$ cat config.mk
export PLATFORM = sky130hd
export DESIGN_NAME = sfbe_ctrl
export DESIGN_NICKNAME = d
export VERILOG_FILES = /design/src/sv/sfbe_pkg.sv /design/src/sv/sfbe_ctrl.sv
export SDC_FILE = /design/constraint.sdc
export NUM_CORES = 1
export LEC_CHECK = 0
export BUFFER_PORTS_ARGS = -buffer_cell sky130_fd_sc_hd__buf_2
export CORE_MARGIN = 2
export CORE_UTILIZATION = 35
export DETAILED_ROUTE_END_ITERATION = 12
export GPL_TIMING_DRIVEN = 0
export SLEW_MARGIN = 25
export SYNTH_ARGS = -nofsm -noshare
export SYNTH_HDL_FRONTEND = slang
export SYNTH_SLANG_ARGS = --single-unit
$ cat constraint.sdc
create_clock -name clk -period 4 [get_ports clk]
set_input_delay 0.6 -clock clk [delete_from_list [all_inputs] [get_ports clk]]
set_output_delay 0.6 -clock clk [all_outputs]
set_load 0.01 [all_outputs]
$ cat src/sv/sfbe_pkg.sv
`timescale 1ns / 1ps
`default_nettype none
package sfbe_pkg;

	// Memory geometry.
	localparam int FLASH_WORDS = 16384;
	localparam int PAGE_WORDS  = 64;
	localparam int FLASH_AW    = $clog2(FLASH_WORDS);
	localparam int PAGE_AW     = $clog2(PAGE_WORDS);

	// Characters of the host protocol.
	localparam logic [7:0] CH_CR    = 8'h0D;
	localparam logic [7:0] CH_QUERY = 8'h3F;
	localparam logic [7:0] CH_EXIT  = 8'h58;
	localparam logic [7:0] CH_PROMPT = 8'h70;
	localparam logic [7:0] CMD_ADDR  = 8'h61;
	localparam logic [7:0] CMD_ERASE = 8'h65;
	localparam logic [7:0] CMD_EXIT  = 8'h78;
	localparam logic [7:0] CMD_SIZE  = 8'h73;
	localparam logic [7:0] CMD_WRITE = 8'h77;
	localparam logic [7:0] CMD_READ  = 8'h72;

	// Input opcodes.
	localparam logic OP_BYTE = 1'b0;
	localparam logic OP_TICK = 1'b1;

	// Register indexes.
	localparam logic [1:0] REG_ENTRY   = 2'd0;
	localparam logic [1:0] REG_MAXBLK  = 2'd1;
	localparam logic [1:0] REG_BOOT    = 2'd2;
	localparam logic [1:0] REG_TIMEOUT = 2'd3;

	typedef struct packed {
		logic       opcode;
		logic [7:0] data_byte;
	} in_item_t;

	typedef struct packed {
		logic [7:0] tx_byte;
		logic       last;
		logic       app_start;
	} out_item_t;

	typedef struct packed {
		logic [7:0]  entry_char;
		logic [8:0]  max_block_bytes;
		logic [15:0] boot_start_byte;
		logic [15:0] timeout_ticks;
	} cfg_t;

	// Commands from the controller to the datapath.
	typedef struct packed {
		logic                fl_we;
		logic [FLASH_AW-1:0] fl_waddr;
		logic [15:0]         fl_wdata;
		logic                fl_re;
		logic [FLASH_AW-1:0] fl_raddr;
		logic                pb_we;
		logic [PAGE_AW-1:0]  pb_waddr;
		logic [15:0]         pb_wdata;
		logic                pb_re;
		logic [PAGE_AW-1:0]  pb_raddr;
		logic                pb_clr;
		logic                out_load;
		out_item_t           out_data;
	} dp_cmd_t;

	// Status from the datapath.
	typedef struct packed {
		logic [15:0] fl_rdata;
		logic [15:0] pb_rdata;
		logic        out_free;
	} dp_status_t;

	function automatic out_item_t mk_res(logic [7:0] tx, logic lst, logic app);
		out_item_t r;
		r.tx_byte   = tx;
		r.last      = lst;
		r.app_start = app;
		return r;
	endfunction

endpackage
`default_nettype wire

$ cat src/sv/sfbe_ctrl.sv
`timescale 1ns / 1ps
`default_nettype none
module sfbe_ctrl (
	input  wire logic                 clk,
	input  wire logic                 arst_n,
	input  wire logic                 in_valid,
	output logic                      in_stall,
	input  wire sfbe_pkg::in_item_t   in_data,
	input  wire sfbe_pkg::cfg_t       cfg,
	output sfbe_pkg::dp_cmd_t         cmd,
	input  wire sfbe_pkg::dp_status_t st
);
	import sfbe_pkg::*;

	typedef enum logic [2:0] {
		ST_CLEAR, ST_IDLE, ST_RDWAIT, ST_EMIT, ST_PAGE, ST_ERASE
	} state_t;

	typedef enum logic [3:0] {
		MD_ENTRY, MD_CMD, MD_A_HI, MD_A_LO, MD_WL_HI, MD_WL_LO,
		MD_WD_LO, MD_WD_HI, MD_RL_HI, MD_RL_LO, MD_READ, MD_APP
	} mode_t;

	state_t      state_q;
	mode_t       mode_q;
	logic [15:0] wait_q;
	logic [15:0] cur_q;
	logic [15:0] block_q;
	logic [15:0] left_q;
	logic [7:0]  held_q;
	logic [15:0] sweep_q;
	out_item_t   res0_q;
	out_item_t   res1_q;
	logic        res_two_q;
	logic        res_idx_q;

	logic        acc;
	logic        tick;
	logic [7:0]  b;
	logic [15:0] len;
	logic [15:0] wait_n;
	logic [15:0] left_dec;
	logic [16:0] page_byte;
	logic        erase_go;
	logic [15:0] copy_k;

	assign acc       = in_valid && (state_q == ST_IDLE);
	assign in_stall  = (state_q != ST_IDLE);
	assign tick      = (in_data.opcode == OP_TICK);
	assign b         = in_data.data_byte;
	assign len       = {held_q, b};
	assign wait_n    = (wait_q != 16'hFFFF) ? 16'(wait_q + 16'd1) : wait_q;
	assign left_dec  = (left_q != 16'd0) ? 16'(left_q - 16'd1) : 16'd0;
	assign page_byte = {sweep_q[15:PAGE_AW], {PAGE_AW{1'b0}}, 1'b0};
	assign erase_go  = (page_byte < {1'b0, cfg.boot_start_byte});
	assign copy_k    = 16'(sweep_q - 16'd1);

	// Memory and output commands for the datapath.
	always_comb begin
		cmd = '0;
		cmd.fl_wdata = 16'hFFFF;
		case (state_q)
			ST_CLEAR: begin
				cmd.fl_we    = 1'b1;
				cmd.fl_waddr = sweep_q[FLASH_AW-1:0];
			end
			ST_ERASE: begin
				cmd.fl_we    = erase_go;
				cmd.fl_waddr = sweep_q[FLASH_AW-1:0];
			end
			ST_PAGE: begin
				cmd.fl_we    = (sweep_q != 16'd0);
				cmd.fl_waddr = {block_q[FLASH_AW:PAGE_AW+1], copy_k[PAGE_AW-1:0]};
				cmd.fl_wdata = st.pb_rdata;
				cmd.pb_re    = (sweep_q < 16'(PAGE_WORDS));
				cmd.pb_raddr = sweep_q[PAGE_AW-1:0];
				cmd.pb_clr   = (sweep_q == 16'(PAGE_WORDS));
			end
			ST_EMIT: begin
				cmd.out_load = st.out_free;
				cmd.out_data = res_idx_q ? res1_q : res0_q;
			end
			ST_IDLE: begin
				cmd.fl_re    = acc && (mode_q == MD_READ) && tick;
				cmd.fl_raddr = cur_q[FLASH_AW:1];
				cmd.pb_we    = acc && (mode_q == MD_WD_HI) && !tick;
				cmd.pb_waddr = cur_q[PAGE_AW:1];
				cmd.pb_wdata = {b, held_q};
			end
			default: begin
				cmd.fl_we = 1'b0;
			end
		endcase
	end

	// Sequencer and protocol state.
	always_ff @(posedge clk or negedge arst_n) begin
		if (!arst_n) begin
			state_q   <= ST_CLEAR;
			mode_q    <= MD_ENTRY;
			wait_q    <= '0;
			cur_q     <= '0;
			block_q   <= '0;
			left_q    <= '0;
			held_q    <= '0;
			sweep_q   <= '0;
			res0_q    <= '0;
			res1_q    <= '0;
			res_two_q <= 1'b0;
			res_idx_q <= 1'b0;
		end else begin
			case (state_q)
				// Flash is set to the erased value after reset.
				ST_CLEAR: begin
					if (sweep_q == 16'(FLASH_WORDS - 1)) begin
						state_q <= ST_IDLE;
					end
					sweep_q <= 16'(sweep_q + 16'd1);
				end
				ST_RDWAIT: begin
					res0_q    <= mk_res(st.fl_rdata[7:0], 1'b0, 1'b0);
					res1_q    <= mk_res(st.fl_rdata[15:8], 1'b1, 1'b0);
					res_two_q <= 1'b1;
					res_idx_q <= 1'b0;
					state_q   <= ST_EMIT;
				end
				ST_EMIT: begin
					if (st.out_free) begin
						if (res_idx_q || !res_two_q) begin
							state_q <= ST_IDLE;
						end
						res_idx_q <= 1'b1;
					end
				end
				// Copy the page buffer into flash, one word a cycle.
				ST_PAGE: begin
					if (sweep_q == 16'(PAGE_WORDS)) begin
						state_q <= ST_EMIT;
					end
					sweep_q <= 16'(sweep_q + 16'd1);
				end
				// Erase every word of the pages that start below the boot start address.
				ST_ERASE: begin
					if (erase_go) begin
						sweep_q <= 16'(sweep_q + 16'd1);
					end else begin
						cur_q   <= page_byte[15:0];
						state_q <= ST_EMIT;
					end
				end
				ST_IDLE: begin
					if (acc) begin
						res_idx_q <= 1'b0;
						res_two_q <= 1'b0;
						sweep_q   <= '0;
						case (mode_q)
							MD_APP: begin
								mode_q <= MD_APP;
							end
							MD_ENTRY: begin
								if (tick) begin
									wait_q <= wait_n;
									if (wait_n >= cfg.timeout_ticks) begin
										mode_q  <= MD_APP;
										res0_q  <= mk_res(CH_EXIT, 1'b1, 1'b1);
										state_q <= ST_EMIT;
									end
								end else if (b == cfg.entry_char) begin
									mode_q  <= MD_CMD;
									res0_q  <= mk_res(CH_PROMPT, 1'b1, 1'b0);
									state_q <= ST_EMIT;
								end
							end
							MD_READ: begin
								if (tick) begin
									cur_q   <= 16'(cur_q + 16'd2);
									left_q  <= left_dec;
									state_q <= ST_RDWAIT;
									if (left_dec == 16'd0) begin
										mode_q <= MD_CMD;
									end
								end
							end
							default: begin
								if (!tick) begin
									case (mode_q)
										MD_CMD: begin
											case (b)
												CMD_ADDR:  mode_q <= MD_A_HI;
												CMD_WRITE: mode_q <= MD_WL_HI;
												CMD_READ:  mode_q <= MD_RL_HI;
												CMD_ERASE: begin
													res0_q  <= mk_res(CH_CR, 1'b1, 1'b0);
													state_q <= ST_ERASE;
												end
												CMD_SIZE: begin
													res0_q <= mk_res({7'd0, cfg.max_block_bytes[8]},
														1'b0, 1'b0);
													res1_q <= mk_res(cfg.max_block_bytes[7:0],
														1'b1, 1'b0);
													res_two_q <= 1'b1;
													state_q   <= ST_EMIT;
												end
												CMD_EXIT: begin
													mode_q  <= MD_APP;
													res0_q  <= mk_res(CH_EXIT, 1'b1, 1'b1);
													state_q <= ST_EMIT;
												end
												default: begin
													res0_q  <= mk_res(CH_QUERY, 1'b1, 1'b0);
													state_q <= ST_EMIT;
												end
											endcase
										end
										MD_A_HI, MD_WL_HI, MD_WD_LO, MD_RL_HI: begin
											held_q <= b;
											case (mode_q)
												MD_A_HI:  mode_q <= MD_A_LO;
												MD_WL_HI: mode_q <= MD_WL_LO;
												MD_WD_LO: mode_q <= MD_WD_HI;
												default:  mode_q <= MD_RL_LO;
											endcase
										end
										MD_A_LO: begin
											cur_q   <= {len[14:0], 1'b0};
											mode_q  <= MD_CMD;
											res0_q  <= mk_res(CH_CR, 1'b1, 1'b0);
											state_q <= ST_EMIT;
										end
										MD_WL_LO: begin
											if (len > {7'd0, cfg.max_block_bytes}) begin
												mode_q  <= MD_CMD;
												res0_q  <= mk_res(CH_QUERY, 1'b1, 1'b0);
												state_q <= ST_EMIT;
											end else begin
												block_q <= cur_q;
												left_q  <= {1'b0, len[15:1]};
												if (len[15:1] == 15'd0) begin
													// Empty block: the page is written at once.
													mode_q  <= MD_CMD;
													state_q <= ST_PAGE;
													if (cur_q > cfg.boot_start_byte) begin
														res0_q    <= mk_res(8'd0, 1'b0, 1'b0);
														res1_q    <= mk_res(CH_CR, 1'b1, 1'b0);
														res_two_q <= 1'b1;
													end else begin
														res0_q <= mk_res(CH_CR, 1'b1, 1'b0);
													end
												end else begin
													mode_q <= MD_WD_LO;
													if (cur_q > cfg.boot_start_byte) begin
														res0_q  <= mk_res(8'd0, 1'b1, 1'b0);
														state_q <= ST_EMIT;
													end
												end
											end
										end
										MD_WD_HI: begin
											cur_q  <= 16'(cur_q + 16'd2);
											left_q <= left_dec;
											if (left_dec == 16'd0) begin
												mode_q  <= MD_CMD;
												res0_q  <= mk_res(CH_CR, 1'b1, 1'b0);
												state_q <= ST_PAGE;
											end else begin
												mode_q <= MD_WD_LO;
											end
										end
										MD_RL_LO: begin
											left_q <= 16'((17'(len) + 17'd1) >> 1);
											mode_q <= (len == 16'd0) ? MD_CMD : MD_READ;
										end
										default: begin
											mode_q <= MD_CMD;
										end
									endcase
								end
							end
						endcase
					end
				end
				default: begin
					state_q <= ST_IDLE;
				end
			endcase
		end
	end

endmodule
`default_nettype wire

==> results.toml <==
[run_status]
result_of_the_run = "finished with violations"
failed_checks = "DRC"

[final_layout]
nNetsFinal = 1553
final_cell_count_no_fill = 1740
area_growth_pct = 19.45
num_antenna_cells = 0
layout.cell_area.non_filler_sq_mm = 0.01117
drive_gt1_share_pct = 21.14
postLayoutCoreUtil_pct = 42.75

[synth]
asyncSetResetFlopFracSynth_pct = 100.0
synth_seq_area_share_pct = 28.63
ys.warnings.count = 0
synth_area_sq_mm = 0.009351
dominantRegCellSynth = "dfrtp_1"
syn_nets = 1348
postSynthCellCount = 1195
synth-seq-cells = 107
synth-edff-count = 0
ys_types = 84
syn_avg_cell_area_sq_um = 7.825

[worst_setup_path]
cp_cell_sequence = "buf_6 > and4_4 > nand4_1 > nor3_2 > nand4_1 > nand2b_1 > inv_2 > nand3_2 > xnor2_2 > ha_1 > a21oi_2 > o21ai_2 > a2111oi_2 > o21a_1 > nand3b_1 > o31a_1 > buf_6 > buf_6 > mux2_4"
critical_path.max_fanout = 7
worst_path_largest_cell_delay_ns = 0.36
path_common_cell = "buf_6"
path_class = "reg2reg"
worst_ep_arrival_time_ns = 4.13
cp-end-kind = "register"
critPathBufInv = 4
timing.critical_path.max_delay_family = "simple AND/OR/NAND/NOR gates"
start_kind = "register"
critical_path_required_ns = 4.26
critical_path.slowest_cell = "a2111oi_2"

[route]
route.detailed.vias_per_inst = 5.588
drt_first_iter_violations = 758
wl_per_cell_um = 18.91
wire_length_reported_by_the_detailed_router_um = 32910
route.detailed.drc = 4
route.layer.met1.wl_um = 14260
drt_antenna_net_count = 0
firstDrtPassIters = 9
detailroute.wirelength.met3_um = 2184
route.top_layer_used = "met5"
wl_met2_um = 15700
via_count = 9723

[global_routing]
grt_first_pass_wirelength_um = 51160
first_global_vias = 9254
globalRouteTotalUtil_pct = 22.98
initial_antenna_violation_count = 1
grt_max_degree = 58
grt_remaining_overflow = 0

[placement]
dp.cells = 1713
detailed_place.area_sq_mm = 0.01072
portBuffers = 182
post-dp-hpwl_um = 25110
place_ws_ns = -0.8181
final_gp_congestion = 0.9284

[clock_network]
max-clock-path-buffers = 2
skew_pair_late_insertion_delay_ns = 0.37
clk_pin_slew_worst_paths_ns = 0.08
tritoncts_clock_tree = "yes"
cts-htree-levels = 3
cts.sink_count = 107
clk_root_buffer_cell = "clkbuf_16"
numCtsBuffers = 9

[sta]
f_max_ghz = 0.2579
actual_slew_at_the_worst_max_slew_pin_ns = 0.9658
setup_repair_after_global_routing_missed_its_margin = "yes"
final-max-slew-violation-count = 0
worst_slew_margin_rel_pct = 35.47
layout_skew_ns = 0.01373
min_period_ns = 3.877
worst_hold_slack_ns = 0.1768
fin_setup_tns_ns = 0
post_route_fraction_of_the_period_consumed_by_the_critical_path_pct = 96.92
report.final.setup_viol = 0
final.setup.worst_slack_ns = 0.1231
hold_violation_count_in_the_final_report = 0

[die]
placementRows = 59
fp.dieW_um = 167.5
die_height_um = 167.5
die-area_sq_mm = 0.02804
pin_count = 183
core_area_sq_mm = 0.02613
initial_core_util_pct = 35.78

[hold_path]
hold_path_class = "in2async"

[power]
cellPowerDensity_mw_per_mm2 = 197.1
sw_frac_of_total_pct = 27.16
static_leakage_nw = 5.308
power.clock.fraction_pct = 40.8
combinationalPowerShare_pct = 10.1
sw_pwr_mw = 0.5979
maximum_vdd_drop_mv = 0.1867
part_of_the_total_power_dissipated_in_sequential_elements_pct = 49.1
power_mw = 2.202
internal_power_mw = 1.604

[flow_run]
maxCapViolations = 0
==> cell usage in the layout (no fill, tap or decap), types with 7 or more instances in the layout <==
cell         n
a21oi_1     74
or2_2        7
nor4_1      12
and3_1      38
buf_4       19
xnor2_1     27
nor2_1     127
a31oi_1      9
o21ai_0     81
mux2_2      16
dfrtp_1    106
and2_1       7
a211oi_1    14
ha_1        59
buf_2      189
inv_1       64
xor2_1      22
a22o_1      13
nor3_1      36
o211ai_1    12
clkbuf_16    9
nand2b_1    29
mux2i_1     19
nand2_1    111
clkbuf_1    57
nand3_1     56
nor2b_1     14
a22oi_1      7
nand4_1     19
mux2_4       9
a21o_1       7
==> layout make-up <==
cell class,count,area (sq um)
multi-input cells,939,6110
well taps,335,419.2
plain buffers,79,362.8
fillers,2761,14960
flip-flops and latches,107,2679
clock inverters,7,57.56
repair buffers,197,1066
clock buffers,9,225.2
inverters,67,251.5
==> power by group through the flow <==
| stage | Clock, mW | Sequential, mW | Combinational, mW |
|---|---|---|---|
| floorplan | 0 | 1.10 | 0.0972 |
| global placement | 0 | 1.10 | 0.213 |
| detailed placement | 0 | 1.10 | 0.220 |
| CTS | 0.918 | 1.08 | 0.222 |
| global route | 0.965 | 1.08 | 0.247 |
| finish | 0.899 | 1.08 | 0.222 |
==> worst reg2reg max path: stages, from the launching register on <==
cell and delay [ns]:
dfrtp_1 0.34, buf_6 0.12, and4_4 0.24, nand4_1 0.18, nor3_2 0.26, nand4_1 0.16, nand2b_1 0.21, inv_2 0.07
nand3_2 0.09, xnor2_2 0.06, ha_1 0.32, a21oi_2 0.16, o21ai_2 0.08, a2111oi_2 0.36, o21a_1 0.27, nand3b_1 0.14
o31a_1 0.17, buf_6 0.12, buf_6 0.13, mux2_4 0.30
==> flip-flops by register name, indices dropped and copies added (netlist names) <==
name       flops
block_q        8
cur_q         15
held_q         8
left_q        16
mode_q         4
res0_q        10
res1_q         9
res_idx_q      1
res_two_q      1
state_q        3
sweep_q       16
wait_q        16
==> logic make-up after synthesis <==
logic type	after synthesis	synth area share [%]
fa+ha+maj	59	7.894
simple gates	502	27.37
buf+inv	149	6.623
compound gates	283	19.29
mux	44	5.405
xor+xnor	51	4.776
flops	107	28.63
==> Yosys cell counts, types with 5 or more instances <==
cell type	number	area share, %
a31oi_1	9	0.60
xnor2_1	29	2.7
mux2_2	16	1.9
mux2i_1	19	2.0
xor2_1	22	2.1
o21ai_0	82	4.4
a22oi_1	7	0.56
nor2b_1	15	1.0
nor4_1	12	0.80
and3_1	38	2.5
nand3_1	57	3.1
nor2_1	128	5.1
a21o_1	7	0.56
clkbuf_1	60	2.4
dfrtp_1	107	29
ha_1	59	7.9
a21oi_1	76	4.1
inv_1	65	2.6
buf_4	7	0.56
o211ai_1	12	0.96
o221ai_1	5	0.47
and2_1	7	0.47
nand4_1	19	1.3
o31ai_1	5	0.40
a22o_1	13	1.2
nand2b_1	29	1.9
or2_2	7	0.47
buf_2	9	0.48
nor3_1	37	2.0
nand2_1	111	4.5
a211oi_1	15	1.2
o22ai_1	5	0.33
or3_1	6	0.40
mux2_4	9	1.4
==> routing by layer <==
metal	global-route usage, %	vias to the layer above
li1	-	4668
met1	30.96	4641
met3	3.380	58
met5	0	-
met2	38.39	354
met4	6.692	2
==> worst paths after layout <==
kind                                start    endpoint  slack (ns)  depth (start not counted)
worst max-delay path            wait_q[4]   res0_q[6]        0.12                         19
worst min-delay path               arst_n  block_q[8]        0.18                          1
worst max register to register  wait_q[4]   res0_q[6]        0.12                         19
worst min register to register  res1_q[1]   res1_q[1]        0.47                          1
max in group asynchronous          arst_n   wait_q[5]        3.14                          2
min in group clk                   st[24]   res0_q[9]        0.46                          3
==> repair_timing <==
item	CTS	global route
resized for setup	4	18
endpoints found under the setup margin	17	14
pin swaps	4	13
buffers inserted	4	11
hold buffers	0	0
endpoints found under the hold margin	0	0
(Power assumes the default switching activity.)
